$ cat src/rtl/core/olpt_pkg.sv
// olpt_pkg: shared types and constants for the overcurrent level and peak tracker
// used by olpt_front, olpt_back and overcurrent_level_peak_tracker_top
// no dependencies
`default_nettype none

package olpt_pkg;

	// channel count and derived index width
	localparam int CHANNELS   = 8;
	localparam int CH_FIELD_W = 3;
	localparam int CH_W       = (CHANNELS > 1) ? $clog2(CHANNELS) : 1;

	// field widths
	localparam int VAL_W  = 32;
	localparam int TIME_W = 63;
	localparam int WIN_W  = 16;
	localparam int CNT_W  = 32;
	localparam int MASK_W = 32;
	localparam int ID_W   = 5;
	localparam int BAND_W = 2;

	// configuration registers
	localparam int CFG_IDX_W  = 3;
	localparam int CFG_DATA_W = 64;
	localparam int THR_REGS   = 4;
	localparam int IDS_W      = 40;
	localparam int ID_SLOTS   = 8;

	localparam logic [CFG_IDX_W-1:0] REG_THR_CH01   = 3'd0;
	localparam logic [CFG_IDX_W-1:0] REG_THR_CH23   = 3'd1;
	localparam logic [CFG_IDX_W-1:0] REG_THR_CH45   = 3'd2;
	localparam logic [CFG_IDX_W-1:0] REG_THR_CH67   = 3'd3;
	localparam logic [CFG_IDX_W-1:0] REG_MODULE_IDS = 3'd4;

	// band codes
	localparam logic [BAND_W-1:0] BAND_NONE = 2'd0;
	localparam logic [BAND_W-1:0] BAND_LOW  = 2'd1;
	localparam logic [BAND_W-1:0] BAND_MID  = 2'd2;
	localparam logic [BAND_W-1:0] BAND_HIGH = 2'd3;

	// queue geometry, shared by the classified queue and the result queue
	localparam int Q_DEPTH = 2;
	localparam int Q_AW    = 1;
	localparam int Q_CW    = 2;

	// input transaction
	typedef struct packed {
		logic [CH_FIELD_W-1:0] channel;
		logic [VAL_W-1:0]      sample_value;
		logic [TIME_W-1:0]     sample_time;
		logic [WIN_W-1:0]      window_index;
		logic                  new_window;
	} sample_t;

	// result transaction
	typedef struct packed {
		logic [CH_FIELD_W-1:0] out_channel;
		logic [BAND_W-1:0]     band;
		logic [MASK_W-1:0]     mitigation_mask;
		logic [CNT_W-1:0]      count_low;
		logic [CNT_W-1:0]      count_mid;
		logic [CNT_W-1:0]      count_high;
		logic [VAL_W-1:0]      peak_value;
		logic [TIME_W-1:0]     peak_time;
		logic [WIN_W-1:0]      peak_window;
		logic                  peak_updated;
	} result_t;

	// classified sample handed from front to back
	typedef struct packed {
		logic [CH_FIELD_W-1:0] channel;
		logic                  ch_ok;
		logic [BAND_W-1:0]     band;
		logic                  hit;
		logic [ID_W-1:0]       mit_id;
		logic                  new_window;
		logic [VAL_W-1:0]      sample_value;
		logic [TIME_W-1:0]     sample_time;
		logic [WIN_W-1:0]      window_index;
	} cls_t;

endpackage

`default_nettype wire

$ cat src/rtl/core/olpt_front.sv
// olpt_front: configuration registers, threshold classification and the classified queue
// depends on olpt_pkg
`default_nettype none

module olpt_front import olpt_pkg::*; (
	input  logic                  clk,
	input  logic                  arst_n,
	input  logic                  push,
	output logic                  full,
	input  sample_t               sample,
	input  logic                  cfg_valid,
	output logic                  cfg_ready,
	input  logic [CFG_IDX_W-1:0]  cfg_index,
	input  logic [CFG_DATA_W-1:0] cfg_data,
	output cls_t                  head,
	output logic                  avail,
	input  logic                  take
);

	logic [CFG_DATA_W-1:0] thr_q [THR_REGS];
	logic [IDS_W-1:0]      ids_q;

	logic [CFG_DATA_W-1:0] thr_word;
	logic [VAL_W-1:0]      thr;
	logic [VAL_W+1:0]      val_x;
	logic [VAL_W+1:0]      thr_x2;
	logic [VAL_W+1:0]      thr_x3;
	logic [ID_W-1:0]       ids_arr [ID_SLOTS];
	logic                  ch_ok;
	cls_t                  cls;

	cls_t                  q_mem_q [Q_DEPTH];
	logic [Q_AW-1:0]       q_wr_q;
	logic [Q_AW-1:0]       q_rd_q;
	logic [Q_CW-1:0]       q_count_q;
	logic                  acc;

	assign cfg_ready = 1'b1;

	// configuration writes
	always_ff @(posedge clk or negedge arst_n) begin
		if (!arst_n) begin
			for (int k = 0; k < THR_REGS; k++) begin
				thr_q[k] <= '1;
			end
			ids_q <= '0;
		end else if (cfg_valid) begin
			case (cfg_index)
				REG_THR_CH01:   thr_q[0] <= cfg_data;
				REG_THR_CH23:   thr_q[1] <= cfg_data;
				REG_THR_CH45:   thr_q[2] <= cfg_data;
				REG_THR_CH67:   thr_q[3] <= cfg_data;
				REG_MODULE_IDS: ids_q <= cfg_data[IDS_W-1:0];
				default: ;
			endcase
		end
	end

	// per-channel module id slices
	always_comb begin
		for (int k = 0; k < ID_SLOTS; k++) begin
			ids_arr[k] = ids_q[ID_W*k +: ID_W];
		end
	end

	// threshold multiples compared exactly in 34 bits
	assign thr_word = thr_q[sample.channel[2:1]];
	assign thr      = sample.channel[0] ? thr_word[CFG_DATA_W-1:VAL_W] : thr_word[VAL_W-1:0];
	assign val_x    = {2'b00, sample.sample_value};
	assign thr_x2   = {1'b0, thr, 1'b0};
	assign thr_x3   = thr_x2 + {2'b00, thr};
	assign ch_ok    = ({1'b0, sample.channel} < (CH_FIELD_W+1)'(CHANNELS));

	// band classification
	always_comb begin
		cls              = '0;
		cls.channel      = sample.channel;
		cls.ch_ok        = ch_ok;
		cls.mit_id       = ids_arr[sample.channel];
		cls.new_window   = sample.new_window;
		cls.sample_value = sample.sample_value;
		cls.sample_time  = sample.sample_time;
		cls.window_index = sample.window_index;
		cls.band         = BAND_NONE;
		if (ch_ok && (sample.sample_value >= thr)) begin
			cls.hit = 1'b1;
			if (val_x >= thr_x3) begin
				cls.band = BAND_HIGH;
			end else if (val_x >= thr_x2) begin
				cls.band = BAND_MID;
			end else begin
				cls.band = BAND_LOW;
			end
		end
	end

	// classified queue
	assign full  = (q_count_q == Q_CW'(Q_DEPTH));
	assign avail = (q_count_q != '0);
	assign acc   = push && !full;
	assign head  = q_mem_q[q_rd_q];

	always_ff @(posedge clk) begin
		if (acc) begin
			q_mem_q[q_wr_q] <= cls;
		end
	end

	always_ff @(posedge clk or negedge arst_n) begin
		if (!arst_n) begin
			q_wr_q    <= '0;
			q_rd_q    <= '0;
			q_count_q <= '0;
		end else begin
			if (acc) begin
				q_wr_q <= q_wr_q + 1'b1;
			end
			if (take) begin
				q_rd_q <= q_rd_q + 1'b1;
			end
			if (acc && !take) begin
				q_count_q <= q_count_q + 1'b1;
			end else if (!acc && take) begin
				q_count_q <= q_count_q - 1'b1;
			end
		end
	end

`ifndef SYNTHESIS
	// an accepted transaction with nothing taken grows the queue by one
	a_queue_grows: assert property (@(posedge clk) disable iff (!arst_n)
		(acc && !take) |=> (q_count_q == $past(q_count_q) + 1'b1))
		else $error("classified queue count did not grow");
	a_queue_bound: assert property (@(posedge clk) disable iff (!arst_n)
		q_count_q <= Q_CW'(Q_DEPTH))
		else $error("classified queue overflow");
	a_take_needs_item: assert property (@(posedge clk) disable iff (!arst_n)
		take |-> avail)
		else $error("take from an empty classified queue");
`endif

endmodule

`default_nettype wire

$ cat src/rtl/core/olpt_back.sv
// olpt_back: per-channel counters, peak store, mitigation mask and the result queue
// depends on olpt_pkg
`default_nettype none

module olpt_back import olpt_pkg::*; (
	input  logic    clk,
	input  logic    arst_n,
	input  cls_t    head,
	input  logic    avail,
	output logic    take,
	output result_t result,
	output logic    empty,
	input  logic    pop
);

	logic [CNT_W-1:0]  low_q  [CHANNELS];
	logic [CNT_W-1:0]  mid_q  [CHANNELS];
	logic [CNT_W-1:0]  high_q [CHANNELS];
	logic [VAL_W-1:0]  pval_q [CHANNELS];
	logic [TIME_W-1:0] ptim_q [CHANNELS];
	logic [WIN_W-1:0]  pwin_q [CHANNELS];
	logic [MASK_W-1:0] mask_q;

	logic [CH_W-1:0]   idx;
	logic [CNT_W-1:0]  low_n;
	logic [CNT_W-1:0]  mid_n;
	logic [CNT_W-1:0]  high_n;
	logic              upd;
	logic [MASK_W-1:0] set_bit;
	logic [MASK_W-1:0] mask_n;
	logic              exec;
	logic              pop_ok;
	result_t           res;

	result_t           oq_mem_q [Q_DEPTH];
	logic [Q_AW-1:0]   oq_wr_q;
	logic [Q_AW-1:0]   oq_rd_q;
	logic [Q_CW-1:0]   oq_count_q;

	function automatic logic [CNT_W-1:0] sat_inc(input logic [CNT_W-1:0] c);
		sat_inc = (&c) ? c : c + 1'b1;
	endfunction

	// run one classified transaction whenever the result queue has room or is being popped
	assign pop_ok = pop && !empty;
	assign exec   = avail && ((oq_count_q != Q_CW'(Q_DEPTH)) || pop_ok);
	assign take   = exec;

	assign idx     = head.channel[CH_W-1:0];
	assign set_bit = head.hit ? (MASK_W'(1) << head.mit_id) : '0;
	assign mask_n  = (head.new_window ? '0 : mask_q) | set_bit;
	assign upd     = head.sample_value >= pval_q[idx];

	// next counter values
	always_comb begin
		low_n  = low_q[idx];
		mid_n  = mid_q[idx];
		high_n = high_q[idx];
		case (head.band)
			BAND_LOW:  low_n  = sat_inc(low_q[idx]);
			BAND_MID:  mid_n  = sat_inc(mid_q[idx]);
			BAND_HIGH: high_n = sat_inc(high_q[idx]);
			default: ;
		endcase
	end

	// result assembly
	always_comb begin
		res                 = '0;
		res.out_channel     = head.channel;
		res.mitigation_mask = mask_n;
		if (head.ch_ok) begin
			res.band         = head.band;
			res.count_low    = low_n;
			res.count_mid    = mid_n;
			res.count_high   = high_n;
			res.peak_value   = upd ? head.sample_value : pval_q[idx];
			res.peak_time    = upd ? head.sample_time : ptim_q[idx];
			res.peak_window  = upd ? head.window_index : pwin_q[idx];
			res.peak_updated = upd;
		end
	end

	// per-channel state and mask
	always_ff @(posedge clk or negedge arst_n) begin
		if (!arst_n) begin
			for (int k = 0; k < CHANNELS; k++) begin
				low_q[k]  <= '0;
				mid_q[k]  <= '0;
				high_q[k] <= '0;
				pval_q[k] <= '0;
				ptim_q[k] <= '0;
				pwin_q[k] <= '0;
			end
			mask_q <= '0;
		end else if (exec) begin
			mask_q <= mask_n;
			if (head.ch_ok) begin
				low_q[idx]  <= low_n;
				mid_q[idx]  <= mid_n;
				high_q[idx] <= high_n;
				if (upd) begin
					pval_q[idx] <= head.sample_value;
					ptim_q[idx] <= head.sample_time;
					pwin_q[idx] <= head.window_index;
				end
			end
		end
	end

	// result queue
	assign empty  = (oq_count_q == '0);
	assign result = oq_mem_q[oq_rd_q];

	always_ff @(posedge clk) begin
		if (exec) begin
			oq_mem_q[oq_wr_q] <= res;
		end
	end

	always_ff @(posedge clk or negedge arst_n) begin
		if (!arst_n) begin
			oq_wr_q    <= '0;
			oq_rd_q    <= '0;
			oq_count_q <= '0;
		end else begin
			if (exec) begin
				oq_wr_q <= oq_wr_q + 1'b1;
			end
			if (pop_ok) begin
				oq_rd_q <= oq_rd_q + 1'b1;
			end
			if (exec && !pop_ok) begin
				oq_count_q <= oq_count_q + 1'b1;
			end else if (!exec && pop_ok) begin
				oq_count_q <= oq_count_q - 1'b1;
			end
		end
	end

`ifndef SYNTHESIS
	a_oq_bound: assert property (@(posedge clk) disable iff (!arst_n)
		oq_count_q <= Q_CW'(Q_DEPTH))
		else $error("result queue overflow");
	a_mask_set: assert property (@(posedge clk) disable iff (!arst_n)
		(exec && head.hit) |=> ((mask_q & $past(set_bit)) != '0))
		else $error("module bit missing from mask after threshold hit");
	a_result_shown: assert property (@(posedge clk) disable iff (!arst_n)
		(exec && !pop_ok) |=> !empty)
		else $error("result not presented after execution");
`endif

endmodule

`default_nettype wire

$ cat src/rtl/core/overcurrent_level_peak_tracker_top.sv
// A sample is queued in the front, then its result in the result queue (empty low).
// Throughput: one transaction per cycle while the result queue has room or is popped;
// each one updates a channel's counters, peak and mask; 2-entry queues sit either side.
// Reset: counters, peaks and mask clear at once; thresholds go to all ones and
// module ids to zero; no clearing pass, the block takes samples right after reset.
// Top level: joins olpt_front and olpt_back, depends on olpt_pkg
`default_nettype none

module overcurrent_level_peak_tracker_top import olpt_pkg::*; (
	input  logic                  clk,
	input  logic                  arst_n,
	input  logic                  push,
	output logic                  full,
	input  sample_t               sample,
	output logic                  empty,
	input  logic                  pop,
	output result_t               result,
	input  logic                  cfg_valid,
	output logic                  cfg_ready,
	input  logic [CFG_IDX_W-1:0]  cfg_index,
	input  logic [CFG_DATA_W-1:0] cfg_data
);

	cls_t head;
	logic cls_avail;
	logic cls_take;

	// front: classification and classified queue
	olpt_front u_front (
		.clk       (clk),
		.arst_n    (arst_n),
		.push      (push),
		.full      (full),
		.sample    (sample),
		.cfg_valid (cfg_valid),
		.cfg_ready (cfg_ready),
		.cfg_index (cfg_index),
		.cfg_data  (cfg_data),
		.head      (head),
		.avail     (cls_avail),
		.take      (cls_take)
	);

	// back: state update and result queue
	olpt_back u_back (
		.clk    (clk),
		.arst_n (arst_n),
		.head   (head),
		.avail  (cls_avail),
		.take   (cls_take),
		.result (result),
		.empty  (empty),
		.pop    (pop)
	);

endmodule

`default_nettype wire

$ cat config.mk
export PLATFORM = sky130hd
export DESIGN_NAME = overcurrent_level_peak_tracker_top
export DESIGN_NICKNAME = d
export VERILOG_FILES = /design/src/rtl/core/olpt_pkg.sv /design/src/rtl/core/olpt_front.sv /design/src/rtl/core/olpt_back.sv /design/src/rtl/core/overcurrent_level_peak_tracker_top.sv
export SDC_FILE = /design/constraint.sdc
export NUM_CORES = 2
export LEC_CHECK = 0
export BUFFER_PORTS_ARGS = -buffer_cell sky130_fd_sc_hd__buf_2
export CAP_MARGIN = 20
export CORE_MARGIN = 2
export CORE_UTILIZATION = 45
export DETAILED_ROUTE_END_ITERATION = 10
export GPL_ROUTABILITY_DRIVEN = 0
export PLACE_DENSITY_LB_ADDON = 0.15
export REMOVE_ABC_BUFFERS = 1
export SLEW_MARGIN = 0
export SYNTH_ARGS = -nofsm -noshare
export SYNTH_HDL_FRONTEND = slang
export SYNTH_SLANG_ARGS = --single-unit
$ cat constraint.sdc
create_clock -name clk -period 17.1 [get_ports clk]
set_input_delay 0.855 -clock clk [delete_from_list [all_inputs] [get_ports clk]]
set_output_delay 0.855 -clock clk [all_outputs]
set_load 0.01 [all_outputs]
==> impl_metrics.tcl <==
set metrics [dict create \
    cts.sinks 2728 \
    fin_skew_ps 102 \
    pwr-share-clk_pct 22.9 \
    rr_worst_depth 20 \
    r2r-end "u_back.pwin_q[23]$_DFFE_PN0P_" \
    cts_resized 0 \
    whs_path_depth 1 \
    period_share_pct 54.2 \
    drive_gt1_share_pct 19.5 \
    final_core_util_pct 51.1 \
    finalSetupViolCount 0 \
    grt_pass1_wl_mm 510 \
    areaGrowthSynthToFinish_pct 12.9 \
    initial_core_util_pct 45.3 \
    p_total_uw 27500 \
    viasPerCell 5.72 \
    start_kind "flop" \
    overflow 0 \
    powerDensity_nw_per_um2 205 \
    cp_slowest_cell "buf_4" \
    worstHoldEndpoint "u_front.q_mem_q[0][66]$_DFFE_PP_" \
    outcome "complete, no violations" \
    totalWireLength_mm 334 \
    clkTransAtPathRegs_ps 60 \
    timing.hold.ws_ps 74.0 \
    maxCapViolations 0 \
    fill_cells 23000 \
    core.rowCount 188 \
    synth_top_area_share_pct 36.5 \
    timing.final.ws_setup_ps 7830 \
    synth_area_leaders "dfrtp_1, edfxtp_1, dfstp_2" \
    coreArea_sq_um 263000 \
    ys_ff_latch 2728 \
    synthDistinctLibCells 100 \
    worst_pin_slew_ps 1210 \
    seqPwrFrac_pct 39.0 \
    pin_count 435 \
    antenna_found_initial 43 \
    hold_start "sample[67]" \
    cts_buffers 312 \
    die_area_sq_um 269000 \
    swShare_pct 38.6 \
    rsz0062_at_grt "no" \
    power_switching_uw 10600 \
    intPower_uw 16900 \
    synth-edff-count 736 \
    dpl_cell_area_sq_um 125000 \
    htreeDepth 5 \
    timing.fmax_mhz 108 \
    cts_tree "yes" \
    dp_slack_ps 7870 \
    nNetsFinal 10900 \
    path_common_cell "buf_4" \
    ir_drop_mv 0.237 \
    cp_max_fo 66 \
    root_buffer "clkbuf_16" \
    critical_path_buf_inv_count 6 \
    synthCells 10300 \
    routedWlPerCell_microns 23.3 \
    dr.pass1.iters 7 \
    grt_pass1_vias 82300 \
    syn-cell-area_sq_um 119000 \
    drtIter0Drc 6888 \
    die_w_microns 518 \
    endpoint_kind "flop" \
    slew_headroom_pct 18.9 \
    leakagePower_uw 0.0556 \
    stdcell_area_sq_um 134000 \
    yosysTopAreaCell "dfrtp_1" \
    drc 0 \
    worstPathRequired_ps 17860 \
    async_reset_ff_share_pct 73.0 \
    hold_path.class "primary input to flop" \
    cpPeakStageDelay_ps 980 \
    hold_viol 0 \
    die_h_microns 518 \
    avgSynthCellArea_sq_um 11.6 \
    io_buffer_count 433 \
    hpwl_mm 203 \
    clk_latency_ps 980 \
    synthFlopType "dfrtp_1" \
    crit_type "flop to flop" \
    arrival_ps 10030 \
    cp-startpoint "u_front.q_rd_q$_DFFE_PN0P_" \
    seq_area_frac_synth_pct 60.7 \
    ant_nets 0 \
    period_needed_ps 9270 \
    timing.rr.start "u_front.q_rd_q$_DFFE_PN0P_" \
    synth_warnings 0 \
    path_cells "buf_4, mux2i_4, inv_8, nor3_4, buf_4, buf_4, a22oi_1, and3_1, ha_1, a21o_1, a21o_1, a21o_1, a21o_1, a21oi_1, o211ai_1, nand3_1, a21oi_4, buf_4, buf_4, a21oi_1" \
    cts_buffer_depth 4 \
    grt_max_degree 197 \
    gr-usage-all-layers_pct 24.5 \
    rrSetupSlack_ps 7830 \
    critPathTopFamily "buffers and inverters" \
    vias 81700 \
    drv_slew 0 \
    pwr-share-comb_pct 38.1 \
]
[synthesized netlist by cell type, drive strengths merged (59+ instances only)]
master / count
dfrtp: 1736
a21oi: 1080
nand2: 1072
nor2: 1057
o21ai: 854
edfxtp: 736
clkbuf: 580
mux2: 564
mux2i: 403
dfstp: 256
a22oi: 214
inv: 197
ha: 163
nand3: 145
a221oi: 138
a22o: 129
buf: 126
mux4: 105
xor2: 66
xnor2: 60
nor3: 59
[cell usage in the layout, fill, tap and decap left out, types with 105 or more instances in the layout]
cell | synthesis | final
dfrtp_1 | 1736 | 1734
clkbuf_16 | 0 | 320
a22oi_1 | 214 | 214
ha_1 | 163 | 163
mux2i_1 | 398 | 397
nand3_1 | 143 | 142
a22o_1 | 129 | 129
nor2_1 | 1057 | 1051
mux2_2 | 564 | 564
inv_1 | 194 | 193
nand2_1 | 1071 | 1063
dfstp_2 | 256 | 256
mux4_2 | 105 | 105
buf_2 | 36 | 432
o21ai_0 | 814 | 814
edfxtp_1 | 736 | 736
a21oi_1 | 1080 | 1072
a221oi_1 | 138 | 138
buf_4 | 27 | 187
[what timing repair did]
action / CTS / global route
endpoints found under the setup margin: 0 / 0
hold buffers: 2 / 0
buffers inserted: 0 / 0
endpoints found under the hold margin: 135 / 0
[cell type report]
cell class                      instances  area (sq um)  share of cell area (%)
Sequential cell                      2728         72300                    53.8
Multi-Input combinational cell       6665         43400                    32.3
Clock buffer                          443          8810                    6.56
Tap cell                             3515          4400                    3.27
Timing Repair Buffer                  640          3990                    2.97
Inverter                              197           759                   0.565
Clock inverter                         95           743                   0.553
Antenna cell                           18          45.0                  0.0335
[through the flow]
stage / TNS (ps) / cells
final: 0 / 14300
after global routing: 0 / 14300
after CTS: 0 / 14300
after detailed placement: 0 / 13700
after global placement: 0 / 13700
after floorplan: -6631890 / 9590
[state kept, by name, summed over array words and instances, names as in the netlist]
name               cells
u_back.high_q        256
u_back.low_q         256
u_back.mask_q         32
u_back.mid_q         256
u_back.oq_count_q      2
u_back.oq_mem_q      490
u_back.oq_rd_q         1
u_back.oq_wr_q         1
u_back.ptim_q        504
u_back.pval_q        256
u_back.pwin_q        128
u_front.ids_q         40
u_front.q_count_q      2
u_front.q_mem_q      246
u_front.q_rd_q         1
u_front.q_wr_q         1
u_front.thr_q        256
[logic make-up (layout without fill, tap and decap cells)]
kind of cell	Yosys count	count (layout)	synth area share [%]
AOI/OAI and AO/OA	2685	2685	13.3
muxes	1072	1072	10.7
adders and majority gates	164	164	1.73
buffers and inverters	903	1375	3.09
and+or+nand+nor	2617	2617	9.36
other	1	19	0.00315
DFF	2728	2728	60.7
xor gates and xnor gates	126	126	1.02
[per-layer routing]
layer  vias up  share of wire (%)  global-route usage, %
met2      2318                 46                   39.0
li1      37500                  -                      -
met4        32                3.1                   8.00
met1     41300                 45                   34.2
met3       578                5.7                   3.96
met5         -              0.057                      0
[worst max-delay path by stage]
stage,to,slack (ps),depth (start not counted)
6_report,u_back.pwin_q[23]$_DFFE_PN0P_,7830,20
4_1_cts,u_back.ptim_q[96]$_DFFE_PN0P_,7870,20
2_1_floorplan,u_back.oq_mem_q[0][0]$_DFFE_PP_,-6520,13
3_3_place_gp,u_back.ptim_q[69]$_DFFE_PN0P_,7980,20
3_5_place_dp,u_back.ptim_q[102]$_DFFE_PN0P_,7870,20
5_1_grt,u_back.ptim_q[118]$_DFFE_PN0P_,7320,21
[power by group through the flow]
stage / clock [uW] / combinational (uW) / sequential [uW]
2_1_floorplan: 0 / 6840 / 10800
3_3_place_gp: 0 / 10300 / 10700
3_5_place_dp: 0 / 10500 / 10800
4_1_cts: 6460 / 10500 / 10700
5_1_grt: 6730 / 11500 / 11000
6_report: 6310 / 10500 / 10700
Power figures use the tool's default switching activity.
